## config.mk

```make
export PLATFORM = sky130hd
export DESIGN_NAME = sync_length_checksum_deframer_top
export DESIGN_NICKNAME = d
export VERILOG_FILES = /design/src/sv/slcd_pkg.sv /design/src/sv/slcd_ram.sv /design/src/sv/slcd_front.sv /design/src/sv/slcd_queue.sv /design/src/sv/slcd_back.sv /design/src/sv/sync_length_checksum_deframer_top.sv
export SDC_FILE = /design/constraint.sdc
export NUM_CORES = 1
export LEC_CHECK = 0
export BUFFER_PORTS_ARGS = -buffer_cell sky130_fd_sc_hd__buf_2
export CAP_MARGIN = 20
export CORE_ASPECT_RATIO = 0.8
export CORE_MARGIN = 2
export CORE_UTILIZATION = 60
export CTS_BUF_LIST = sky130_fd_sc_hd__clkbuf_16
export DETAILED_ROUTE_END_ITERATION = 10
export PLACE_DENSITY = 0.76
export SLEW_MARGIN = 20
export SYNTH_ARGS = -nofsm -noshare
export SYNTH_HDL_FRONTEND = slang
export SYNTH_SLANG_ARGS = --single-unit
```

## constraint.sdc

```tcl
create_clock -name clock -period 5.95 [get_ports clock]
set_input_delay 0.8925 -clock clock [delete_from_list [all_inputs] [get_ports clock]]
set_output_delay 0.8925 -clock clock [all_outputs]
set_load 0.01 [all_outputs]
```

## src/sv/slcd_pkg.sv

```systemverilog
// Shared constants and types for the sync/length/checksum deframer.
package slcd_pkg;

   // frame store geometry: two banks of one frame each
   localparam int FRAME_DEPTH = 64;
   localparam int ADDR_W      = $clog2(FRAME_DEPTH);
   localparam int STORE_DEPTH = 2 * FRAME_DEPTH;
   localparam int STORE_AW    = $clog2(STORE_DEPTH);

   // header and framing constants
   localparam logic [7:0] HDR_FIRST      = 8'hFF;
   localparam logic [7:0] HDR_SECOND     = 8'hAA;
   localparam logic [5:0] LIMIT_RESET    = 6'd50;
   localparam int         FRAME_OVERHEAD = 4;
   localparam int         HDR_LEN        = 3;
   localparam logic [7:0] LEN_CAP        = 8'(FRAME_DEPTH - FRAME_OVERHEAD);

   // store index of the length byte
   localparam logic [ADDR_W-1:0] LEN_IDX = ADDR_W'(2);

   // one verified frame waiting for emission
   typedef struct packed {
      logic              bank;
      logic [ADDR_W-1:0] total;   // index of the checksum byte
   } desc_type;

   typedef struct packed {
      logic     valid;
      desc_type desc;
   } queue_push_type;

   typedef struct packed {
      logic full;
      logic empty;
   } queue_status_type;

endpackage

```

## src/sv/slcd_ram.sv

```systemverilog
// Generic single-write, single-read RAM with registered read data.
module slcd_ram #(
   parameter int WIDTH = 8,
   parameter int DEPTH = 128
) (
   input  logic                     clock,
   input  logic                     wr_en,
   input  logic [$clog2(DEPTH)-1:0] wr_addr,
   input  logic [WIDTH-1:0]         wr_data,
   input  logic [$clog2(DEPTH)-1:0] rd_addr,
   output logic [WIDTH-1:0]         rd_data
);

   logic [WIDTH-1:0] mem_ff [DEPTH];
   logic [WIDTH-1:0] rd_data_ff;

   always_ff @(posedge clock) begin
      if (wr_en) begin
         mem_ff[wr_addr] <= wr_data;
      end
      rd_data_ff <= mem_ff[rd_addr];
   end

   assign rd_data = rd_data_ff;

endmodule

```

## src/sv/slcd_front.sv

```systemverilog
// Front end: header hunt, length check, body capture and checksum verify.
module slcd_front import slcd_pkg::*; (
   input  logic                clock,
   input  logic                reset,
   input  logic                req_valid,
   output logic                req_stall,
   input  logic [7:0]          req_rx_byte,
   input  logic                csr_wr_en,
   input  logic [5:0]          csr_wr_data,
   input  queue_status_type    q_status,
   output queue_push_type      q_push,
   output logic                st_wr_en,
   output logic [STORE_AW-1:0] st_wr_addr,
   output logic [7:0]          st_wr_data
);

   typedef enum logic [1:0] {
      PH_HUNT,
      PH_SECOND,
      PH_LENGTH,
      PH_BODY
   } phase_type;

   phase_type         phase_ff, phase_in;
   logic [ADDR_W-1:0] held_ff, held_in;
   logic [ADDR_W-1:0] total_ff, total_in;
   logic [7:0]        sum_ff, sum_in;
   logic              bank_ff, bank_in;
   logic [5:0]        limit_ff;
   logic [7:0]        eff_limit;
   logic              accept;
   logic              push;

   // both banks hold unsent frames: hold off the sender
   assign req_stall = q_status.full;
   assign accept    = req_valid && !req_stall;

   // limit saturates so a frame always fits one bank
   assign eff_limit = ({2'b00, limit_ff} > LEN_CAP) ? LEN_CAP : {2'b00, limit_ff};

   // next-state, store write and push decode
   always_comb begin
      phase_in   = phase_ff;
      held_in    = held_ff;
      total_in   = total_ff;
      sum_in     = sum_ff;
      bank_in    = bank_ff;
      push       = 1'b0;
      st_wr_en   = 1'b0;
      st_wr_addr = {bank_ff, held_ff};
      st_wr_data = req_rx_byte;
      if (accept) begin
         unique case (phase_ff)
            PH_HUNT: begin
               if (req_rx_byte == HDR_FIRST) phase_in = PH_SECOND;
            end
            PH_SECOND: begin
               if (req_rx_byte == HDR_SECOND) phase_in = PH_LENGTH;
               else if (req_rx_byte != HDR_FIRST) phase_in = PH_HUNT;
            end
            PH_LENGTH: begin
               if (req_rx_byte > eff_limit) begin
                  phase_in = (req_rx_byte == HDR_FIRST) ? PH_SECOND : PH_HUNT;
               end else begin
                  // header bytes are constants; only the length is stored
                  st_wr_en   = 1'b1;
                  st_wr_addr = {bank_ff, LEN_IDX};
                  held_in    = ADDR_W'(HDR_LEN);
                  total_in   = ADDR_W'(req_rx_byte) + ADDR_W'(HDR_LEN);
                  sum_in     = req_rx_byte;
                  phase_in   = PH_BODY;
               end
            end
            PH_BODY: begin
               st_wr_en = 1'b1;
               if (held_ff == total_ff) begin
                  if (req_rx_byte == sum_ff) begin
                     push    = 1'b1;
                     bank_in = !bank_ff;
                  end
                  phase_in = PH_HUNT;
                  held_in  = '0;
               end else begin
                  sum_in  = sum_ff + req_rx_byte;
                  held_in = held_ff + ADDR_W'(1);
               end
            end
            default: phase_in = PH_HUNT;
         endcase
      end
   end

   assign q_push.valid      = push;
   assign q_push.desc.bank  = bank_ff;
   assign q_push.desc.total = total_ff;

   // state and limit register
   always_ff @(posedge clock) begin
      if (reset) begin
         phase_ff <= PH_HUNT;
         held_ff  <= '0;
         total_ff <= '0;
         sum_ff   <= '0;
         bank_ff  <= 1'b0;
         limit_ff <= LIMIT_RESET;
      end else begin
         phase_ff <= phase_in;
         held_ff  <= held_in;
         total_ff <= total_in;
         sum_ff   <= sum_in;
         bank_ff  <= bank_in;
         if (csr_wr_en) limit_ff <= csr_wr_data;
      end
   end

endmodule

```

## src/sv/slcd_queue.sv

```systemverilog
// Two-entry queue of verified frame descriptors between front and back.
module slcd_queue import slcd_pkg::*; (
   input  logic             clock,
   input  logic             reset,
   input  queue_push_type   q_push,
   input  logic             q_pop,
   output desc_type         q_head,
   output queue_status_type q_status
);

   desc_type   entry_ff [2];
   logic       wr_ptr_ff;
   logic       rd_ptr_ff;
   logic [1:0] count_ff;
   logic       do_push;
   logic       do_pop;

   assign q_status.full  = (count_ff == 2'd2);
   assign q_status.empty = (count_ff == 2'd0);
   assign q_head         = entry_ff[rd_ptr_ff];

   assign do_push = q_push.valid && !q_status.full;
   assign do_pop  = q_pop && !q_status.empty;

   // payload entries
   always_ff @(posedge clock) begin
      if (do_push) entry_ff[wr_ptr_ff] <= q_push.desc;
   end

   // pointers and fill count
   always_ff @(posedge clock) begin
      if (reset) begin
         wr_ptr_ff <= 1'b0;
         rd_ptr_ff <= 1'b0;
         count_ff  <= 2'd0;
      end else begin
         if (do_push) wr_ptr_ff <= !wr_ptr_ff;
         if (do_pop)  rd_ptr_ff <= !rd_ptr_ff;
         case ({do_push, do_pop})
            2'b10:   count_ff <= count_ff + 2'd1;
            2'b01:   count_ff <= count_ff - 2'd1;
            default: count_ff <= count_ff;
         endcase
      end
   end

endmodule

```

## src/sv/slcd_back.sv

```systemverilog
// Back end: reads a verified frame from its bank and sends it word by word.
module slcd_back import slcd_pkg::*; (
   input  logic                clock,
   input  logic                reset,
   input  desc_type            q_head,
   input  queue_status_type    q_status,
   output logic                q_pop,
   output logic [STORE_AW-1:0] st_rd_addr,
   input  logic [7:0]          st_rd_data,
   output logic                rsp_valid,
   input  logic                rsp_stall,
   output logic [7:0]          rsp_frame_byte,
   output logic                rsp_frame_last
);

   typedef enum logic [1:0] {
      ST_IDLE,
      ST_READ,
      ST_LOAD,
      ST_SHOW
   } state_type;

   state_type         state_ff;
   logic [ADDR_W-1:0] idx_ff;
   logic [ADDR_W-1:0] total_ff;
   logic              bank_ff;
   logic [7:0]        byte_ff;
   logic              last_ff;
   logic              taken;

   assign st_rd_addr     = {bank_ff, idx_ff};
   assign rsp_valid      = (state_ff == ST_SHOW);
   assign rsp_frame_byte = byte_ff;
   assign rsp_frame_last = last_ff;
   assign taken          = rsp_valid && !rsp_stall;
   // the frame's bank is released once its checksum word is taken
   assign q_pop          = taken && last_ff;

   // emission sequencer and output register
   always_ff @(posedge clock) begin
      if (reset) begin
         state_ff <= ST_IDLE;
         idx_ff   <= '0;
         total_ff <= '0;
         bank_ff  <= 1'b0;
         last_ff  <= 1'b0;
      end else begin
         unique case (state_ff)
            ST_IDLE: begin
               if (!q_status.empty) begin
                  bank_ff  <= q_head.bank;
                  total_ff <= q_head.total;
                  idx_ff   <= '0;
                  state_ff <= ST_READ;
               end
            end
            // address is up this cycle, data lands next cycle
            ST_READ: state_ff <= ST_LOAD;
            ST_LOAD: begin
               // header words are regenerated, the rest comes from the store
               if (idx_ff == ADDR_W'(0))      byte_ff <= HDR_FIRST;
               else if (idx_ff == ADDR_W'(1)) byte_ff <= HDR_SECOND;
               else                           byte_ff <= st_rd_data;
               last_ff  <= (idx_ff == total_ff);
               state_ff <= ST_SHOW;
            end
            ST_SHOW: begin
               if (taken) begin
                  if (last_ff) begin
                     state_ff <= ST_IDLE;
                  end else begin
                     idx_ff   <= idx_ff + ADDR_W'(1);
                     state_ff <= ST_READ;
                  end
               end
            end
            default: state_ff <= ST_IDLE;
         endcase
      end
   end

endmodule

```

## src/sv/sync_length_checksum_deframer_top.sv

```systemverilog
// Top level of the header/length/checksum deframer.
//
//   channel  direction  handshake            payload
//   req      in         req_valid/req_stall  req_rx_byte[7:0]
//   rsp      out        rsp_valid/rsp_stall  rsp_frame_byte[7:0], rsp_frame_last
//   csr      in         csr_wr_en            csr_wr_data[5:0] (max_payload_len)
//
// Input words are taken one per cycle; the front stalls only while both store
// banks hold frames not yet sent.
// Each output word passes through store read, load and show in turn, so a frame of
// length L leaves as L+4 words after its descriptor is fetched.
// Reset is synchronous and clears all control state; the store needs no clear.
// An output stall holds the current word; input stalls once a second frame waits.
module sync_length_checksum_deframer_top import slcd_pkg::*; (
   input  logic       clock,
   input  logic       reset,
   input  logic       req_valid,
   output logic       req_stall,
   input  logic [7:0] req_rx_byte,
   output logic       rsp_valid,
   input  logic       rsp_stall,
   output logic [7:0] rsp_frame_byte,
   output logic       rsp_frame_last,
   input  logic       csr_wr_en,
   input  logic [5:0] csr_wr_data
);

   queue_push_type      q_push;
   queue_status_type    q_status;
   desc_type            q_head;
   logic                q_pop;
   logic                st_wr_en;
   logic [STORE_AW-1:0] st_wr_addr;
   logic [7:0]          st_wr_data;
   logic [STORE_AW-1:0] st_rd_addr;
   logic [7:0]          st_rd_data;

   slcd_front u_front (
      .clock       (clock),
      .reset       (reset),
      .req_valid   (req_valid),
      .req_stall   (req_stall),
      .req_rx_byte (req_rx_byte),
      .csr_wr_en   (csr_wr_en),
      .csr_wr_data (csr_wr_data),
      .q_status    (q_status),
      .q_push      (q_push),
      .st_wr_en    (st_wr_en),
      .st_wr_addr  (st_wr_addr),
      .st_wr_data  (st_wr_data)
   );

   // two frame banks, front writes one while back reads the other
   slcd_ram #(
      .WIDTH (8),
      .DEPTH (STORE_DEPTH)
   ) u_store (
      .clock   (clock),
      .wr_en   (st_wr_en),
      .wr_addr (st_wr_addr),
      .wr_data (st_wr_data),
      .rd_addr (st_rd_addr),
      .rd_data (st_rd_data)
   );

   slcd_queue u_queue (
      .clock    (clock),
      .reset    (reset),
      .q_push   (q_push),
      .q_pop    (q_pop),
      .q_head   (q_head),
      .q_status (q_status)
   );

   slcd_back u_back (
      .clock          (clock),
      .reset          (reset),
      .q_head         (q_head),
      .q_status       (q_status),
      .q_pop          (q_pop),
      .st_rd_addr     (st_rd_addr),
      .st_rd_data     (st_rd_data),
      .rsp_valid      (rsp_valid),
      .rsp_stall      (rsp_stall),
      .rsp_frame_byte (rsp_frame_byte),
      .rsp_frame_last (rsp_frame_last)
   );

endmodule

```

# Yosys cells after proc, flatten, opt, wreduce, memory -nomap -nowiden
# Memory sizes are Yosys's and may differ from the RTL's. A register that Yosys moved wholly into a read port is not among the register bits.
# Cells that the tools add are included.
[op_classes]
n_addsub = 6
order_cmp = 2
eq_ne = 24
n_mux = 38
bitwise = 3
reduce_logical = 28
[ops]
columns = ["operator", "n"]
rows = [
  ["$mux 6", 9],
  ["$pmux 6 s2", 2],
  ["$eq 8x8->1 const B", 2],
  ["$mux 8", 2],
  ["$pmux 2 s4", 2],
  ["$pmux 8 s2", 1],
  ["$reduce_and 4->1", 4],
  ["$mux 2", 7],
  ["$add 6x1->6 const B", 2],
  ["$eq 2x2->1 const B", 6],
  ["$eq 6x6->1", 2],
  ["$mux 1", 12],
  ["$ne 2x2->1 const B", 5],
  ["$add 8x8->8", 1],
  ["$eq 8x8->1", 1],
  ["$gt 8x8->1", 1],
  ["$ne 8x8->1 const B", 1],
  ["$mux 7", 1],
  ["$add 6x2->6 const B", 1],
  ["$eq 2x1->1 const B", 3],
  ["$eq 6x1->1 const B", 1],
  ["$gt 6x6->1 const B", 1],
  ["$logic_not 1->1", 6],
  ["$logic_not 2->1", 3],
  ["other kinds (13)", 25],
]
[totals]
reg_bits = 50
ram_bits = 1038
in_bits = 19
out_inout_bits = 11
wordCells = 117
n_memories = 2
[mem_list]
columns = ["name", "depth", "width", "rd", "rd_ports_with_merged_regs", "write_ports", "line_no", "text"]
rows = [
  ["u_store.mem_ff", 128, 8, 1, 1, 1, "slcd_ram.sv:14", "logic [WIDTH-1:0] mem_ff [DEPTH];"],
  ["u_queue.entry_ff", 2, 7, 1, 1, 1, "slcd_queue.sv:11", "desc_type entry_ff [2];"],
]

# Logic depth before layout (Yosys ltp)
# Gate-level depths: netlist of the first run.
[logic_depth]
depth_word = 8
mapped_depth = 10
mapped_depth_nobuf = 9

# By module
# From an unflattened synthesis of the first run, not the netlist that was laid out.
[unflattened]
hier_cells = 2073
hier_area_um2 = 43858.3
[by_module_without_submodules]
columns = ["mod", "n_inst", "cells_per_inst", "area_each_um2", "seq_area_each_um2"]
rows = [
  ["slcd_ram", 1, 1635, 39665.5, 30909.6],
  ["slcd_front", 1, 271, 2237.1, 580.6],
  ["slcd_back", 1, 119, 1228.7, 560.5],
  ["slcd_queue", 1, 48, 726.9, 520.5],
]

# Least setup slack after synthesis of the first run
# OpenSTA, ideal clock, no wires.
[synth_timing]
kind = "input to register"
from = "in req_rx_byte[5]"
to = "mem u_store.mem_ff[15][0], enable pin"
setup_ns = 0.420
arrival_time_ns = 3.558
required_time_ns = 5.530
path_slack_ns = 1.972
cell_stages = 5
n_path_buf = 0
path_cell_list = "ha_1 > or4_1 > o31a_1 > a21o_1 > a2111oi_0"
[synth_via]
elab_chain_len = 6
elab_cells_between_ends = 9
cone_classes = "order compare (1); mux (8)"
[synth_lines]
columns = ["item", "line_no", "text"]
rows = [
  ["start, declared", "sync_length_checksum_deframer_top.sv:19", "input logic [7:0] req_rx_byte,"],
  ["$gt 8x8->1 *", "slcd_front.sv:62", "if (req_rx_byte > eff_limit) begin"],
  ["$mux 1", "slcd_front.sv:62", ""],
  ["$pmux 1 s2", "slcd_front.sv:53", "unique case (phase_ff)"],
  ["$mux 1", "slcd_front.sv:52", "if (accept) begin"],
  ["$mux 1", "slcd_ram.sv:18", "if (wr_en) begin"],
  ["$mux 1 (implied by the code)", "slcd_ram.sv:19", "mem_ff[wr_addr] <= wr_data;"],
  ["end, declared", "slcd_ram.sv:14", ""],
]
# Mark *: on every way between the ends. The rest lies on a longest branch, timed or not.

# Worst setup path after layout of the first run
[layout_timing]
from = "in req_rx_byte[4]"
to = "mem u_store.mem_ff[104][6], enable pin"
# Same word-level chain as after synthesis.

==> reports/qor.txt, run 1 <==
Status -> finished clean
Share of cells above drive strength 1 -> 24.3%
Setup TNS -> 0 ps
Crit Path Category -> in -> reg
Die width -> 306 µm
Worst Path Max Fanout -> 52
Vias in the first global route -> 22300
Worst Path Required -> 6230 ps
Post-Route WL -> 107000 µm
Max_cap viols -> 0
Top_reg_cell synth -> edfxtp_1
CTS Buf Count -> 101
Clock sink count -> 1103
Pint -> 13.0 mW
Grt ovf -> 0
Wire per inst -> 32.9 µm
#FFs+latches synth -> 1103
Share of the synthesized area in the top cell type -> 71.6%
Hold Crit Class -> in -> reg
EDFF count, synth -> 1046
Initial Utilization -> 60.7%
DRC Markers -> 0
Setup Buffers After CTS -> 0
Top cell type by total area after synthesis -> edfxtp_1
Slew Viols, Final -> 0
Post-CTS Resized -> 0
Core footprint -> 72200 µm²
RSZ-0062 raised after global routing -> false
Peak supply drop -> 254 µV
Fin. Hold Viols -> 0
Sequential share of power -> 51.6%
Clk buf depth -> 3
Register area share after synthesis -> 74.2%
Gate Count Post-Synth -> 2163
Design Power -> 16.6 mW
Switching Share -> 21.5%
Post-DR vias/cell -> 6.91
Worst slew margin -> 24.3%
CP Capture Type -> flop
Dpl ws -> 1580 ps
DRT antenna net count -> 0
Syn Nets -> 2208
Clk_lat worst skew -> 670 ps
Floorplan row count -> 88
Yosys cell types -> 68
NetSw -> 3.57 mW
CTS tree -> yes
Synthesized cell area -> 43900 µm²
Syn avg cell area -> 20.3 µm²
Pin count of the biggest net entering global routing -> 92
Die Height -> 246 µm
Part of the power in combinational logic -> 8.0%
Clock Power Share -> 40.4%
Max Freq -> 264 MHz
Clk slew on worst S/H paths -> 60 ps
Final Skew -> 23.8 ps
Global-route wire length before repair -> 156000 µm
Area Overhead vs Synth -> 10.5%
Detail Placement HPWL -> 66300 µm
Slew @ Worst Pin -> 1130 ps
Tcrit/Tclk final -> 63.8%
Root Driver -> clkbuf_16
Final setup violating endpoints -> 0
Fin nets -> 2271
Largest cells by area after synthesis -> edfxtp_1 72%, mux4_2 15%, dfxtp_1 2.6%, nor2_1 1.5%, mux2i_1 1.1%
DR iter-0 viols -> 3413
Synth warn -> 0
Commonest cells post-synth -> 1046 x edfxtp_1, 298 x mux4_2, 177 x nor2_1, 58 x nand2_1, 57 x dfxtp_1
Initial antenna violation count -> 3
Total track usage -> 29.2%
Total Die Area -> 75300 µm²
Tmin final -> 3790 ps
Power Dens Cells -> 342 nW/µm²
Critical Path AT -> 4080 ps
Worst Setup Slack, final -> 2160 ps
P_leak -> 14.7 nW
Buffers added on ports -> 29
Most common cell in the synthesized netlist -> edfxtp_1
Async set or reset register ratio after synthesis -> 0%
DR vias -> 22500
Pre-antenna DRT Iters -> 6
Startpoint Class -> input port
Cts hold-fix bufs -> 0
CTS H-tree depth -> 3
Io pins -> 30
Global placement routability congestion -> 0.936
[routing by layer]
layer | up-vias | track usage (%) | wire length [µm]
met2 | 1581 | 43.0 | 48400
met4 | 0 | 8.81 | 3450
met1 | 11700 | 43.4 | 42000
met3 | 218 | 7.93 | 13500
met5 | - | 0 | 0
li1 | 9011 | - | -
[layout by cell type (no fill, tap or decap), types with 5 or more instances in the layout]
master and n:
nor4_1 7, xor2_1 16, inv_1 37, nor2_2 5, xnor2_1 14, a21oi_1 24
a32oi_1 7, o21a_1 5, nor2_1 172, or2_2 8, mux2i_1 48, and3_1 6
nor2b_1 15, mux4_2 298, clkinv_1 20, dfxtp_1 52, edfxtp_1 1046, ha_1 25
buf_2 21, a21o_1 6, clkbuf_16 105, o22ai_1 10, nor3_1 19, buf_4 53
and2_1 10, nand4_1 12, nand3_1 24, nand2_1 58, nand2b_1 12, a311oi_1 5
clkinv_2 21, a211oi_1 16, o21ai_0 16, o211ai_1 7, bufinv_16 16, or3_1 6
clkinvlp_4 5, a22oi_1 10
[power by group through the flow]
stage | Sequential [mW] | Combinational, mW | Clock [mW]
after floorplan | 8.67 | 0.981 | 0
after global placement | 8.73 | 1.30 | 0
after detailed placement | 8.73 | 1.32 | 0
after CTS | 8.56 | 1.33 | 6.75
after global routing | 8.57 | 1.40 | 7.04
final | 8.56 | 1.33 | 6.70
[final timing paths]
kind | from | to | slack [ps] | cells after the start
setup / recovery | req_rx_byte[4] | u_store.mem_ff[104][6] | 2160 | 9
hold reg to reg | u_front.sum_ff[6] | u_front.sum_ff[6] | 500 | 2
setup reg to reg | u_front.phase_ff[0] | u_store.mem_ff[24][2] | 2220 | 5
hold / removal | csr_wr_data[1] | u_front.limit_ff[1] | 460 | 3
[flip-flops by register name, summed over array words and instances, names as in the netlist]
| signal | count |
|---|---|
| u_store.mem_ff | 1024 |
| u_queue.entry_ff | 14 |
| u_back.rsp_frame_byte | 8 |
| u_front.sum_ff | 8 |
| u_store.rd_data | 8 |
| u_back.idx_ff | 6 |
| u_back.total_ff | 6 |
| u_front.held_ff | 6 |
| u_front.limit_ff | 6 |
| u_front.total_ff | 6 |
| u_back.state_ff | 2 |
| u_front.phase_ff | 2 |
| u_queue.count_ff | 2 |
| u_back.bank_ff | 1 |
| u_back.rsp_frame_last | 1 |
| u_front.bank_ff | 1 |
| u_queue.rd_ptr_ff | 1 |
| u_queue.wr_ptr_ff | 1 |
[cell families (layout without fill, tap and decap cells)]
group / count (synthesis) / in the layout / synth area share [%]
AND/OR/NAND/NOR: 373 / 373 / 3.92
other: 0 / 4 / 0
buffers and inverters: 140 / 285 / 1.68
adder cells (fa/ha/maj): 26 / 26 / 0.759
AO/OA/AOI/OAI: 141 / 141 / 2.30
multiplexers: 350 / 350 / 16.5
flip-flops: 1103 / 1103 / 74.2
XOR/XNOR: 30 / 30 / 0.599
[critical path: stages]
cell and delay (ps):
buf_4 470, ha_1 350, and3_1 190, nand4_1 150, o31a_1 290, a21o_1 430
buf_4 320, nand3_1 280, nor2_1 660
[per-stage QoR]
stage	hold slack (ps)	utilization (%)	cell area, µm²	cells
final	459	67.1	48500	3257
after global routing	456	67.1	48400	3253
after detailed placement	493	62.3	45000	3068
after CTS	432	67.0	48400	3253
after floorplan	424	-	43900	2163
after global placement	472	62.3	45000	3068
[cell type report]
cell class / count / area, µm²
Antenna cell: 4 / 10.0
Timing Repair Buffer: 78 / 583
Clock buffer: 105 / 2630
Sequential cell: 1103 / 32600
Multi-Input combinational cell: 920 / 10600
Tap cell: 945 / 1180
Fill cell: 4481 / 23800
Clock inverter: 80 / 788
Inverter: 22 / 82.6
No activity file was read; power rests on OpenSTA's default activity.
==> inputs of run 2 (changes only) <==
clock period = 3.7 ns   (was 5.95 ns; I/O delays follow)
==> run 2 against run 1 <==
  * Final area grew 1.6%
  * Die area stayed put
  * Worst hold slack got worse by 310 ps
  * Global-route usage up 0.33 points
  * Power is 59% higher
  * Setup slack lost 2000 ps
  * Largest cell class unchanged
  * Highest routed layer unchanged
==> reports/qor.txt, run 2 (synthesis gave the netlist of run 1 again) <==
Top Registers -> u_store.mem_ff (1024), u_queue.entry_ff (14)
P_leak -> 15.3 nW (+4.1%)
Max_cap viols -> 0 (unchanged)
Detail Placement HPWL -> 68700 µm (+3.6%)
Grt ovf -> 0 (unchanged)
DRC Markers -> 0 (unchanged)
Fin nets -> 2381 (+4.8%)
Hold Crit Class -> in -> reg
Crit Path Category -> reg -> reg
CTS tree -> yes
Status -> finished clean
Clk slew on worst S/H paths -> 60 ps (about the same)
Post-Route WL -> 108000 µm (+0.88%)
Wire per inst -> 32.2 µm (-2.3%)
DR iter-0 viols -> 3841 (+13%)
Part of the power in combinational logic -> 8.7% (+0.7 points)
Fill cells -> 4456 (-0.56%)
Family with the most delay on the worst path -> simple AND/OR/NAND/NOR gates
Sequential share of power -> 51.9% (+0.3 points)
Pin count of the biggest net entering global routing -> 134 (+46%)
Max Freq -> 286 MHz
Setup TNS -> 0 ps (unchanged)
CTS Buf Count -> 100 (-0.99%)
CP Capture Type -> flop
Startpoint Class -> flop
Io pins -> 30 (unchanged)
Total track usage -> 29.5% (+0.33 points)
Switching Share -> 21.7% (+0.14 points)
Max reg flops -> 1024 (unchanged)
Buffers added on ports -> 29 (unchanged)
Tmin final -> 3500 ps
Initial Utilization -> 60.7% (unchanged)
Pint -> 20.7 mW (+59%)
CP Depth -> 8 (-1)
Global-route wire length before repair -> 158000 µm (+0.89%)
Fin. Hold Viols -> 0 (unchanged)
Power Dens Cells -> 536 nW/µm² (+57%)
Post-DR vias/cell -> 6.87 (-0.64%)
ANT cells -> 0 (-4)
Area Overhead vs Synth -> 12.3%
Global placement routability congestion -> 0.932 (-0.47%)
Worst Path Required -> 4000 ps (-2230 ps)
Die width -> 306 µm (unchanged)
Vias in the first global route -> 22700 (+1.7%)
Worst slew margin -> 29.1% (+4.7 points)
Commonest non-fill, non-tap cell in the layout -> edfxtp_1
Final Skew -> 27.7 ps (+3.95 ps)
Most frequent CP cell -> nand4_1
Clk_lat worst skew -> 680 ps (about the same)
Total Die Area -> 75300 µm² (unchanged)
CP max-delay cell -> a21o_1
Pre-antenna DRT Iters -> 6 (unchanged)
Clock Power Share -> 39.3% (-1.1 points)
Worst path max stage delay -> 810 ps (+150 ps)
Die Height -> 246 µm (unchanged)
Worst Setup Slack, final -> 199 ps (-1960 ps)
Slew @ Worst Pin -> 1060 ps (-68.7 ps)
Hold depth -> 3 (unchanged)
Root Driver -> clkbuf_16
Crit-path cells -> nand4_1, and2_1, ha_1, nand4_1, o31a_1, a21o_1, nand3_1, nor2_1
Largest Register -> u_store.mem_ff
Clk buf depth -> 3 (unchanged)
DR vias -> 23100 (+2.6%)
Initial antenna violation count -> 4 (+1)
Slew Viols, Final -> 0 (unchanged)
RSZ-0062 raised after global routing -> false
Final setup violating endpoints -> 0 (unchanged)
NetSw -> 5.73 mW (+60%)
R2R Setup Slk -> 200 ps (-2020 ps)
Share of cells above drive strength 1 -> 27.4% (+3.1 points)
Worst hold margin -> 151 ps (-307 ps)
Most frequent cells in the layout -> 1046 x edfxtp_1, 298 x mux4_2, 176 x nor2_1
Critical Path AT -> 3800 ps (-280 ps)
Dpl ws -> 10.3 ps (-1570 ps)
Worst Path Max Fanout -> 14 (-73%)
Core footprint -> 72200 µm² (unchanged)
Buffer and inverter count on the worst path -> 0 (-2)
R2R cell count -> 8 (+3)
Floorplan row count -> 88 (unchanged)
CTS H-tree depth -> 3 (unchanged)
Clock sink count -> 1103 (unchanged)
Peak supply drop -> 443 µV (+75%)
DRT antenna net count -> 0 (unchanged)
Cts hold-fix bufs -> 0 (unchanged)
Tcrit/Tclk final -> 94.6%
run 2: cell count changes in the layout (fill, tap and decap cells not counted), sizes merged:
cell      delta
clkbuf       -3
inv         +16
diode        -4
bufinv       -3
clkinv       -7
buf        +111
clkinvlp     -3
run 2: metal layers:
layer  global-route usage, %  wire length, µm
met1                    44.3            41700
met2                    44.1            50000
met3                    7.37            13900
met4                    7.79             2630
met5                       0                0
run 2: repair_timing:
action	in CTS	in global routing
resized for setup	0	1
endpoints found under the setup margin	0	18
setup buffers	0	0
run 2: power groups by stage:
| stage | clock, mW | combinational [mW] | sequential [mW] |
|---|---|---|---|
| after global routing | 10.9 | 2.45 | 13.7 |
| final | 10.4 | 2.31 | 13.7 |
| after floorplan | 0 | 1.58 | 13.9 |
| after detailed placement | 0 | 2.30 | 14.0 |
| after global placement | 0 | 2.26 | 14.0 |
| after CTS | 10.5 | 2.33 | 13.7 |
run 2: tightest hold or removal path, stage by stage:
cell	delay [ps]
buf_2	110
mux2i_1	70
nand2_1	60
run 2: path summary, 6_finish.rpt:
check,from,endpoint
setup / recovery,u_front.limit_ff[3],u_store.mem_ff[43][1]
hold / removal,csr_wr_data[1],u_front.limit_ff[1]
setup reg to reg,u_front.limit_ff[3],u_store.mem_ff[43][1]
hold reg to reg,u_front.limit_ff[1],u_front.limit_ff[1]
run 2: cell type report:
cell class | count | area, µm² | share of cell area (%)
tap | 945 | 1180 | 2.40
clock inverter | 83 | 733 | 1.49
multi-input combinational | 920 | 10600 | 21.5
timing repair buffer | 189 | 1550 | 3.15
clock buffer | 102 | 2550 | 5.18
inverter | 22 | 82.6 | 0.168
sequential | 1103 | 32600 | 66.1
run 2: per-stage QoR:
stage          cells  power, mW  instance area (µm²)  util [%]
2_1_floorplan   2163       15.5                43900         -
3_3_place_gp    3179       16.2                46000      63.6
3_5_place_dp    3179       16.3                46000      63.6
4_1_cts         3364       26.5                49300      68.2
5_1_grt         3364       27.1                49300      68.2
6_report        3364       26.4                49300      68.2
